--- src/rtl/gsa_pkg.sv ---
// Shared types and constants for the generational slot allocator.
package gsa_pkg;

    localparam int MODE_W = 3;
    localparam int IDX_W  = 8;
    localparam int VER_W  = 8;
    localparam int CT_W   = 5;
    localparam int QM_W   = 32;

    localparam logic [MODE_W-1:0] MODE_CREATE = 3'd0;
    localparam logic [MODE_W-1:0] MODE_REMOVE = 3'd1;
    localparam logic [MODE_W-1:0] MODE_ADD    = 3'd2;
    localparam logic [MODE_W-1:0] MODE_CLEAR  = 3'd3;
    localparam logic [MODE_W-1:0] MODE_TEST   = 3'd4;
    localparam logic [MODE_W-1:0] MODE_READ   = 3'd5;
    localparam logic [MODE_W-1:0] MODE_DEAD   = 3'd6;

    typedef enum logic [1:0] {
        ST_IDLE,
        ST_FIFO_RD,
        ST_SLOT_RD,
        ST_EXEC
    } t_state;

    // controller -> datapath
    typedef struct packed {
        logic capture;
        logic fifo_rd;
        logic slot_rd;
        logic exec;
    } t_cmd;

    // datapath -> controller
    typedef struct packed {
        logic pop_fifo;
        logic out_stall;
    } t_sts;

endpackage

--- src/rtl/gsa_ctrl.sv ---
// Sequencing state machine for the slot allocator.
module gsa_ctrl (
    input  logic           i_clk,
    input  logic           i_rst_n,
    input  logic           i_valid,
    input  gsa_pkg::t_sts  i_sts,
    output gsa_pkg::t_cmd  o_cmd,
    output logic           o_ready
);
    import gsa_pkg::*;

    t_state r_state;
    t_state n_state;

    always_ff @(posedge i_clk) begin
        if (!i_rst_n) begin
            r_state <= ST_IDLE;
        end else begin
            r_state <= n_state;
        end
    end

    always_comb begin
        n_state = r_state;
        case (r_state)
            ST_IDLE: begin
                if (i_valid) begin
                    n_state = i_sts.pop_fifo ? ST_FIFO_RD : ST_SLOT_RD;
                end
            end
            ST_FIFO_RD: n_state = ST_SLOT_RD;
            ST_SLOT_RD: n_state = ST_EXEC;
            ST_EXEC: begin
                if (!i_sts.out_stall) begin
                    n_state = ST_IDLE;
                end
            end
            default: n_state = ST_IDLE;
        endcase
    end

    always_comb begin
        o_cmd   = '0;
        o_ready = 1'b0;
        case (r_state)
            ST_IDLE: begin
                o_ready       = 1'b1;
                o_cmd.capture = i_valid;
            end
            ST_FIFO_RD: o_cmd.fifo_rd = 1'b1;
            ST_SLOT_RD: o_cmd.slot_rd = 1'b1;
            ST_EXEC:    o_cmd.exec    = !i_sts.out_stall;
            default: begin
                o_cmd   = '0;
                o_ready = 1'b0;
            end
        endcase
    end

endmodule

--- config.mk ---
export PLATFORM = sky130hd
export DESIGN_NAME = gsa_ctrl
export DESIGN_NICKNAME = d
export VERILOG_FILES = /design/src/rtl/gsa_pkg.sv /design/src/rtl/gsa_ctrl.sv
export SDC_FILE = /design/constraint.sdc
export NUM_CORES = 1
export LEC_CHECK = 0
export ABC_CLOCK_PERIOD_IN_PS = 2800
export BUFFER_PORTS_ARGS = -buffer_cell sky130_fd_sc_hd__buf_2
export CORE_AREA = 2 2 39 41
export CTS_BUF_LIST = sky130_fd_sc_hd__clkbuf_8 sky130_fd_sc_hd__clkbuf_16
export DETAILED_ROUTE_END_ITERATION = 12
export DIE_AREA = 0 0 41 43
export PLACE_DENSITY = 0.38
export SLEW_MARGIN = 10
export SYNTH_ARGS = -nofsm -noshare
export SYNTH_HDL_FRONTEND = slang
export SYNTH_SLANG_ARGS = --single-unit
export TNS_END_PERCENT = 10
--- constraint.sdc ---
create_clock -name i_clk -period 2.8 [get_ports i_clk]
set_input_delay 0.14 -clock i_clk [delete_from_list [all_inputs] [get_ports i_clk]]
set_output_delay 0.14 -clock i_clk [all_outputs]
set_load 0.005 [all_outputs]
==> metrics.md, run 1 <==
| Metric | Value |
|---|---|
| Status | finished clean |
| Remaining DRCs | 0 |
| Core Rows | 14 |
| CTS root buffer | clkbuf_8 |
| R2R setup slack | 1.52 ns |
| Ports | 10 |
| Leakage | approximately 0.15 nW |
| DRT Wirelength | around 390 um |
| #FFs+latches synth | 2 |
| RSZ-0062 raised after global routing | no |
| Biggest regs | r_state x2 |
| Dpl cell area | 241 um2 |
| Via density | 3.56 |
| Most frequent cells in the layout | 9 x buf_2, 4 x inv_1, 4 x ha_1 |
| Total power | 0.000259 W |
| First-pass DRT Iterations | 2 |
| Worst-Margin Slew | around 0.19 ns |
| Total track usage | 0.0541 |
| CTS Buf Count | 3 |
| Vias in the first global route | 161 |
| Syn Inst Count | 20 |
| Largest reg by FF count | r_state |
| Commonest non-fill, non-tap cell in the layout | buf_2 |
| Avg WL per Cell | 8.02 um |
| Number of hold buffers added after CTS | 0 |
| Die X-Extent | 41 um |
| Setup TNS | 0 ns |
| Core area | between 0.001 and 0.0015 mm2 |
| Design area | ~280 um2 |
| Max reg flops | 2 |
| Critical Path End Type | output pin |
| Syn-to-layout area delta | 60.3% |
| Clock skew | 0.000561 ns |
| Crit Path Max Fanout | 5 |
| H-tree depth | 1 |
| Avg Inst Size Synth | about 8.8 um2 |
| Sequential area share after synthesis | 0.227 |
| Nets | between 40 and 50 |
| Worst-skew pair later-pin latency | between 0.2 and 0.25 ns |
| Crit path cell chain | inv_1 -> ha_1 -> and2_2 -> buf_2 |
| Routability cong. | 0.550 |
| Min Tclk post-route | 1.36 ns |
| Fmax | 738 MHz |
| Slew HR | 0.872 |
| CTS max path bufs | 2 |
| MaxCap Viol Count | 0 |
| TritonCTS clock tree | built |
| Die Area | 0.00176 mm2 |
| Post-route ant nets | 0 |
| Mapped Area | between 150 and 200 um2 |
| Largest stage delay, worst path | 0.36 ns |
| Place WS | roughly 1.5 ns |
| I/O Buffers | 9 |
| Fin crit share | 0.484 |
| First-pass GRT wire length | 572 um |
| GRT Residual Overflow | 0 |
| Final Hold Fails | 0 |
| Pwr Density | 916 mW/mm2 |
| Die H | 43 um |
| Setup ws final | 1.44 ns |
| Worst Setup Path Type | flop to output pin |
| Initial antenna violation count | 0 |
| Layout cells sized above 1 | 0.406 |
| Synth unique cells | 10 |
| Max VDD drop | between 0.1 and 0.15 mV |
| Vias | ~170 |
| WP data arrival | between 1 and 1.5 ns |
| CP max stage cell | dfxtp_1 |
| Synth warnings | 0 |
| Hold crit path type | input port to flop |
| Post-CTS Resized | 0 |
| Crit path launch type | flop |
| Crit path required time | around 2.7 ns |
| Final slew viol count | 0 |
| Largest net degree at the start of global routing | 6 |
| Diode count | 0 |
| Final Util | 0.204 |
| Clk sinks | 2 |
| DPL Wire Length | 302 um |
| CTS clock-pin slew for the worst setup and hold paths | 0.03 ns |
| Initial core utilization | 0.127 |
| Iteration-0 DRC Markers | 4 |
| Synthesized net count | 29 |
| Setup Buffers After CTS | 0 |
| Setup violators final | 0 |
[metal layers]
layer	global-route usage	share of wire	wire length, um	vias up
li1	-	-	-	91
met2	0.0781	0.64	245	2
met1	0.0447	0.34	129	78
met3	0.0157	0.029	11	0
met5	0	0	0	-
met4	0.0800	0	0	0
[Yosys cell counts, drive strengths merged]
library cell	n	share of area
mux2i	2	0.11
ha	4	0.28
nand2b	1	0.035
inv	4	0.085
and2	1	0.043
nor2b	1	0.035
nand2	1	0.021
a21oi	2	0.057
a311oi	2	0.099
dfxtp	2	0.23
[worst max-delay path, delay by kind of cell, from the launching register on]
kind	cells	cell delay [ns]
adder cells (fa/ha/maj)	1	0.26
buffers and inverters	2	0.20
flip-flops	1	0.36
AND/OR/NAND/NOR	1	0.19
[power breakdown]
group | internal (W) | total [W] | switching [W]
combinational | 0.0000499 | 0.0000979 | 0.0000480
clock | 0.0000908 | 0.000112 | 0.0000216
sequential | 0.0000385 | 0.0000485 | 0.0000101
[cell type report]
cell class / count / area [um2]
inverter: 4 / 15.0
fill: 169 / 1100
timing repair buffer: 9 / 45.0
sequential: 2 / 40.0
clock buffer: 3 / 41.3
multi-input combinational: 14 / 121
tap: 16 / 20.0
[through the flow]
stage | hold slack (ns) | cells
after detailed placement | 0.404 | 45
final | 0.189 | 48
after CTS | 0.183 | 48
after global routing | 0.218 | 48
after floorplan | 0.275 | 20
after global placement | 0.401 | 45
[kinds of logic (layout without fill, tap and decap cells)]
family	Yosys count	in the layout	share of synthesized area
and+or+nand+nor	4	4	0.135
AOI/OAI and AO/OA	4	4	0.156
buffers and inverters	4	16	0.0851
muxes	2	2	0.113
DFF	2	2	0.227
adders and majority gates	4	4	0.284
[final timing paths]
kind / from / endpoint / cells after the start
worst min register to register: r_state[0] / r_state[0] / 2
worst max-delay path: r_state[0] / o_cmd[3] / 4
worst min-delay path: i_rst_n / r_state[1] / 3
worst max register to register: r_state[0] / r_state[0] / 5
Note: power is estimated with default switching activity, not from simulation.
==> run 2: changes to the inputs <==
--- a/config.mk
+++ b/config.mk
@@ -5,13 +5,13 @@
 export SDC_FILE = /design/constraint.sdc
 export NUM_CORES = 1
 export LEC_CHECK = 0
-export ABC_CLOCK_PERIOD_IN_PS = 2800
+export ABC_CLOCK_PERIOD_IN_PS = 1200
 export BUFFER_PORTS_ARGS = -buffer_cell sky130_fd_sc_hd__buf_2
 export CORE_AREA = 2 2 39 41
 export CTS_BUF_LIST = sky130_fd_sc_hd__clkbuf_8 sky130_fd_sc_hd__clkbuf_16
 export DETAILED_ROUTE_END_ITERATION = 12
 export DIE_AREA = 0 0 41 43
-export PLACE_DENSITY = 0.38
+export PLACE_DENSITY = 0.39
 export SLEW_MARGIN = 10
 export SYNTH_ARGS = -nofsm -noshare
 export SYNTH_HDL_FRONTEND = slang
==> constraint.sdc (replaced) <==
create_clock -name i_clk -period 1.2 [get_ports i_clk]
set_input_delay 0.06 -clock i_clk [delete_from_list [all_inputs] [get_ports i_clk]]
set_output_delay 0.06 -clock i_clk [all_outputs]
set_load 0.005 [all_outputs]
==> run 2 against run 1 <==
  * Final cell count rose by 17%
  * Clock power rose by 130%
  * Clock skew increased by 0.0018 ns
  * Register-to-register slack got worse by 1.5 ns
  * Sequential power up 130%
  * Critical endpoint unchanged
  * Highest routed layer unchanged
  * Die area unchanged
  * Largest cell class unchanged
  * Flip-flop and latch count unchanged
  * Wire length rose by 9.1%
  * Critical path type unchanged
==> metrics.md, run 2 (same netlist as run 1, synthesis figures left out) <==
| Metric | Value |
|---|---|
| Status | finished clean |
| DPL Wire Length | 328 um (+8.8%) |
| Design area | 372 um2 (+31%) |
| DRT Wirelength | 420 um (+9.1%) |
| First-pass DRT Iterations | 3 (+1) |
| Total track usage | 0.0601 (+0.00595) |
| Hold Slack | 0.107 ns (-0.0821 ns) |
| CTS Buf Count | 3 (unchanged) |
| Syn-to-layout area delta | 111% |
| Diode count | 0 (unchanged) |
| Remaining DRCs | 0 (unchanged) |
| Worst-skew pair later-pin latency | 0.21 ns (about the same) |
| Pwr Density | 2220 mW/mm2 (+140%) |
| Seq pwr share | 0.133 (-0.054) |
| Avg WL per Cell | 7.50 um (-6.5%) |
| Core Rows | 14 (unchanged) |
| Core area | 0.00138 mm2 (unchanged) |
| Layout cells sized above 1 | 0.700 (+0.294) |
| WP data arrival | 1.09 ns (-0.13 ns) |
| Largest reg by FF count | r_state |
| Routability cong. | 0.585 (+6.4%) |
| Final Hold Fails | 0 (unchanged) |
| Clk sinks | 2 (unchanged) |
| RSZ-0062 raised after global routing | yes |
| Ports | 10 (unchanged) |
| Crit Path Max Fanout | 4 (-1) |
| Fmax | 867 MHz |
| H-tree depth | 1 (unchanged) |
| Biggest regs | r_state x2 |
| Via density | 3.55 (-0.25%) |
| Worst-Margin Slew | 0.203 ns (+0.0118 ns) |
| Final slew viol count | 0 (unchanged) |
| Die X-Extent | 41 um (unchanged) |
| Initial antenna violation count | 0 (unchanged) |
| I/O Buffers | 9 (unchanged) |
| CTS root buffer | clkbuf_8 |
| Setup TNS | 0 ns (unchanged) |
| Vias in the first global route | 185 (+15%) |
| Internal power | 0.000594 W (+230%) |
| CTS clock-pin slew for the worst setup and hold paths | 0.03 ns (about the same) |
| Vias | 199 (+16%) |
| Comb power frac | 0.554 (+0.176) |
| Die H | 43 um (unchanged) |
| GRT Residual Overflow | 0 (unchanged) |
| Largest net degree at the start of global routing | 5 (-1) |
| Final Util | 0.269 (+0.0642) |
| Max VDD drop | 0.582 mV (+290%) |
| Clock skew | 0.00233 ns (+0.00177 ns) |
| Slew HR | 0.864 (-0.00789) |
| Worst Setup Path Type | flop to output pin |
| Iteration-0 DRC Markers | 2 (-2) |
| CTS max path bufs | 2 (unchanged) |
| Hold crit path type | input port to flop |
| Critical Path End Type | output pin |
| Most frequent cells in the layout | 9 x buf_2, 6 x buf_4, 3 x clkbuf_8 |
| Initial core utilization | 0.127 (unchanged) |
| Number of hold buffers added after CTS | 0 (unchanged) |
| Commonest non-fill, non-tap cell in the layout | buf_2 |
| Post-route ant nets | 0 (unchanged) |
| Sw frac | 0.280 (-0.0281) |
| Fin crit share | 0.961 |
| Die Area | 0.00176 mm2 (unchanged) |
| Crit path launch type | flop |
| Dpl cell area | 287 um2 (+19%) |
| Switching power total | 0.000231 W (+190%) |
| Min Tclk post-route | 1.15 ns |
| MaxCap Viol Count | 0 (unchanged) |
| Leakage | 0.193 nW (+27%) |
| Nets | 51 (+19%) |
| First-pass GRT wire length | 683 um (+19%) |
| Setup violators final | 0 (unchanged) |
| TritonCTS clock tree | built |
| Crit path required time | 1.14 ns (-1.52 ns) |
| Max reg flops | 2 (unchanged) |
| Clock Power Share | 0.312 (-0.122) |
-- run 2: cell count changes in the layout (fill, tap and decap cells not counted), sizes merged --
cell  change
buf       +8
-- run 2: critical path, cell delays in order (launching register included) --
cell and delay (ns):
dfxtp_2 0.32, inv_2 0.05, ha_4 0.17, buf_6 0.11, and2_4 0.12, buf_2 0.11
-- run 2: through the flow --
stage	worst slack, ns	total power, W	std cells
6_report	0.0463	0.000825	56
3_3_place_gp	-0.0202	0.000447	51
5_1_grt	-0.0267	0.000892	56
3_5_place_dp	0.0254	0.000440	51
4_1_cts	0.00267	0.000791	56
2_1_floorplan	0.0218	0.000266	20
-- run 2: per-layer routing --
layer  track usage  share of wire  wire, um
met4        0.0400              0         0
met5             0              0         0
met3        0.0314          0.040        17
met2        0.0781           0.52       219
met1        0.0732           0.43       182
-- run 2: final cells by class --
class                      count  area, um2
fill                         154       1010
multi-input combinational     14        140
timing repair buffer          17        113
sequential                     2       42.5
clock buffer                   3       41.3
tap                           16       20.0
inverter                       4       15.0
-- run 2: final timing paths --
kind,from,end,slack (ns),depth (start not counted)
worst max-delay path,r_state[0],o_cmd[3],0.05,5
worst min register to register,r_state[1],r_state[1],0.64,3
worst max register to register,r_state[0],r_state[1],0.07,5
worst min-delay path,i_rst_n,r_state[0],0.11,3
-- run 2: what timing repair did --
action	in CTS	in global routing
gates resized for setup	6	5
pin swaps	1	3
setup buffers	2	0
setup endpoints to repair	1	4
-- run 2: power groups by stage --
stage / logic, W / registers, W / clock network, W
2_1_floorplan: 0.000158 / 0.000109 / 0
3_3_place_gp: 0.000344 / 0.000103 / 0
3_5_place_dp: 0.000337 / 0.000103 / 0
4_1_cts: 0.000415 / 0.000111 / 0.000266
5_1_grt: 0.000506 / 0.000113 / 0.000273
6_report: 0.000457 / 0.000110 / 0.000258
==> run 3: changes to the inputs <==
--- a/config.mk
+++ b/config.mk
@@ -5,13 +5,13 @@
 export SDC_FILE = /design/constraint.sdc
 export NUM_CORES = 1
 export LEC_CHECK = 0
-export ABC_CLOCK_PERIOD_IN_PS = 1200
+export ABC_CLOCK_PERIOD_IN_PS = 1300
 export BUFFER_PORTS_ARGS = -buffer_cell sky130_fd_sc_hd__buf_2
 export CORE_AREA = 2 2 39 41
 export CTS_BUF_LIST = sky130_fd_sc_hd__clkbuf_8 sky130_fd_sc_hd__clkbuf_16
 export DETAILED_ROUTE_END_ITERATION = 12
 export DIE_AREA = 0 0 41 43
-export PLACE_DENSITY = 0.39
+export PLACE_DENSITY = 0.38
 export SLEW_MARGIN = 10
 export SYNTH_ARGS = -nofsm -noshare
 export SYNTH_HDL_FRONTEND = slang
==> constraint.sdc (replaced) <==
create_clock -name i_clk -period 1.3 [get_ports i_clk]
set_input_delay 0.065 -clock i_clk [delete_from_list [all_inputs] [get_ports i_clk]]
set_output_delay 0.065 -clock i_clk [all_outputs]
set_load 0.005 [all_outputs]
==> run 3 against run 2 <==
  * Clock skew fell by 0.0019 ns
  * Sequential share of layout area rose by 1.9 points
  * Final cell count is 11% lower
  * Via count shrank 12%
  * Register-to-register slack improved by 0.09 ns
  * First-iteration DRC count fell by 100%
  * Total power fell by 28%
  * Hold slack worse by 0.0074 ns
  * Flip-flop and latch count did not move
  * Wire length shrank 4.3%
==> metrics.md, run 3 (same netlist as run 1, synthesis figures left out) <==
| Metric | Value |
|---|---|
| Iteration-0 DRC Markers | 0 (-2) |
| Max reg flops | 2 (unchanged) |
| Avg WL per Cell | 8.04 um (+7.2%) |
| Clock skew | 0.000435 ns (-0.00189 ns) |
| CP bufs+invs | 2 (-1) |
| Critical Path End Type | output pin |
| Die H | 43 um (unchanged) |
| R2R setup slack | 0.16 ns (+0.09 ns) |
| Setup violators final | 0 (unchanged) |
| Largest net degree at the start of global routing | 6 (+1) |
| Largest reg by FF count | r_state |
| Final slew viol count | 0 (unchanged) |
| TritonCTS clock tree | built |
| Hold path cells | 3 (unchanged) |
| CTS root buffer | clkbuf_8 |
| CP max stage cell | dfxtp_1 |
| Hold crit path type | input port to flop |
| Switching power total | 0.000182 W (-21%) |
| Top delay family on crit path | flip-flops |
| R2r endpoint | r_state[1] |
| Via density | 3.50 (-1.5%) |
| Crit path cell chain | inv_1 -> ha_2 -> and2_2 -> buf_2 |
| Biggest regs | r_state x2 |
| Post-route ant nets | 0 (unchanged) |
| Vias in the first global route | 174 (-5.9%) |
| Crit path required time | 1.24 ns (+0.10 ns) |
| Crit Path Max Fanout | 5 (+1) |
| First-pass GRT wire length | 641 um (-6.1%) |
| WP data arrival | 1.08 ns (about the same) |
| Internal power | 0.000414 W (-30%) |
| Number of hold buffers added after CTS | 0 (unchanged) |
| Setup TNS | 0 ns (unchanged) |
| Slew HR | 0.876 (+0.0126) |
| Clk sinks | 2 (unchanged) |
| Max VDD drop | 0.283 mV (-51%) |
| Largest stage delay, worst path | 0.31 ns (about the same) |
| Diode count | 0 (unchanged) |
| MaxCap Viol Count | 0 (unchanged) |
| Most frequent cells in the layout | 9 x buf_2, 4 x inv_1, 3 x ha_1, 3 x clkbuf_8 |
| Clock Power Share | 0.419 (+0.107) |
| Routability cong. | 0.576 (-1.5%) |
| Crit path launch type | flop |
| Remaining DRCs | 0 (unchanged) |
| Non-Filler Instances | 50 (-11%) |
| Vias | 175 (-12%) |
| GRT Residual Overflow | 0 (unchanged) |
| H-tree depth | 1 (unchanged) |
| Sw frac | 0.306 (+0.0260) |
| Worst hold endpoint | r_state[0] |
| CTS clock-pin slew for the worst setup and hold paths | 0.03 ns (about the same) |
| Layout cells sized above 1 | 0.471 (-0.229) |
| Worst-Margin Slew | 0.184 ns (-0.0187 ns) |
| FF-to-FF Start | r_state[0] |
| Syn-to-layout area delta | 70.2% |
| Initial antenna violation count | 0 (unchanged) |
| Final Hold Fails | 0 (unchanged) |
| Core area | 0.00138 mm2 (unchanged) |
| Comb power frac | 0.427 (-0.127) |
| Cells on worst reg2reg path | 5 (unchanged) |
| Die Area | 0.00176 mm2 (unchanged) |
| Initial core utilization | 0.127 (unchanged) |
| Pwr Density | 1990 mW/mm2 (-10%) |
| Total track usage | 0.0642 (+0.00413) |
| Placed Cells | 47 (-7.8%) |
| Core Rows | 14 (unchanged) |
| Seq pwr share | 0.154 (+0.021) |
| Hold Slack | 0.0997 ns (-0.00743 ns) |
| Worst-skew pair later-pin latency | 0.21 ns (about the same) |
| Min Tclk post-route | 1.15 ns |
| Fmax | 871 MHz |
| DPL Wire Length | 316 um (-3.7%) |
| First-pass DRT Iterations | 1 (-2) |
| DRT Wirelength | 402 um (-4.3%) |
| Status | finished clean |
| Leakage | 0.162 nW (-16%) |
| Fin crit share | 0.883 |
| RSZ-0062 raised after global routing | no |
| Nets | 45 (-12%) |
| Min-Delay Startpoint | i_rst_n |
| Commonest non-fill, non-tap cell in the layout | buf_2 |
| Worst Setup Path Type | flop to output pin |
| Die X-Extent | 41 um (unchanged) |
| I/O Buffers | 9 (unchanged) |
| Ports | 10 (unchanged) |
| CTS Buf Count | 3 (unchanged) |
| CTS max path bufs | 2 (unchanged) |
run 3: changes by cell type in the layout (fill, tap and decap cells not counted):
cell,previous run,this run
nand2_1,0,1
inv_1,2,4
dfxtp_1,0,2
buf_4,6,2
ha_4,1,0
inv_2,2,0
and2_4,1,0
nand2_2,1,0
dfxtp_2,2,0
and2_2,0,1
ha_1,2,3
buf_6,2,0
run 3: cell type report:
cell class / instances / area (um2)
Fill cell: 163 / 1080
Multi-Input combinational cell: 14 / 124
Timing Repair Buffer: 11 / 60.1
Clock buffer: 3 / 41.3
Sequential cell: 2 / 40.0
Tap cell: 16 / 20.0
Inverter: 4 / 15.0
run 3: per-layer routing:
metal  wire length (um)  part of all wire  track usage  up-vias
met5                  0                 0            0        -
met4                 19             0.047        0.100        0
met3                 13             0.032       0.0314        2
met2                229              0.57       0.0906        4
met1                141              0.35       0.0449       73
li1                   -                 -            -       96
run 3: repair_timing:
item,in CTS,in global routing
setup buffers,0,0
endpoints found under the hold margin,0,0
resized for setup,0,1
endpoints found under the setup margin,0,2
run 3: worst reg2reg max path: cells and delay by family (launching register included):
family                   cells  cell delay [ns]
adder cells (fa/ha/maj)      1             0.19
AO/OA/AOI/OAI                2             0.30
flip-flops                   1             0.29
buffers and inverters        1             0.14
AND/OR/NAND/NOR              1             0.12
run 3: worst max path at each step:
stage                     slack, ns        from          to  depth (start not counted)
after global placement         0.06  r_state[1]  r_state[1]                          5
after global routing           0.03  r_state[1]  r_state[1]                          5
after floorplan                0.12  r_state[0]  r_state[0]                          5
after detailed placement       0.10  r_state[0]  r_state[0]                          5
final                          0.15  r_state[0]    o_cmd[3]                          4
after CTS                      0.08  r_state[0]    o_cmd[3]                          4
run 3: power groups by stage:
stage | Sequential (W) | Clock (W) | Combinational (W)
after floorplan | 0.000100 | 0 | 0.000146
after global placement | 0.0000942 | 0 | 0.000265
after detailed placement | 0.0000932 | 0 | 0.000258
after CTS | 0.0000924 | 0.000256 | 0.000258
after global routing | 0.0000940 | 0.000264 | 0.000294
final | 0.0000917 | 0.000250 | 0.000255
run 3: through the flow:
stage          instance area (um2)  power [W]   util  setup slack, ns
5_1_grt                        300   0.000652  0.217           0.0335
2_1_floorplan                  176   0.000246      -            0.122
6_report                       300   0.000597  0.217            0.152
3_3_place_gp                   256   0.000359  0.185           0.0598
3_5_place_dp                   256   0.000351  0.185            0.100
4_1_cts                        298   0.000607  0.215           0.0798
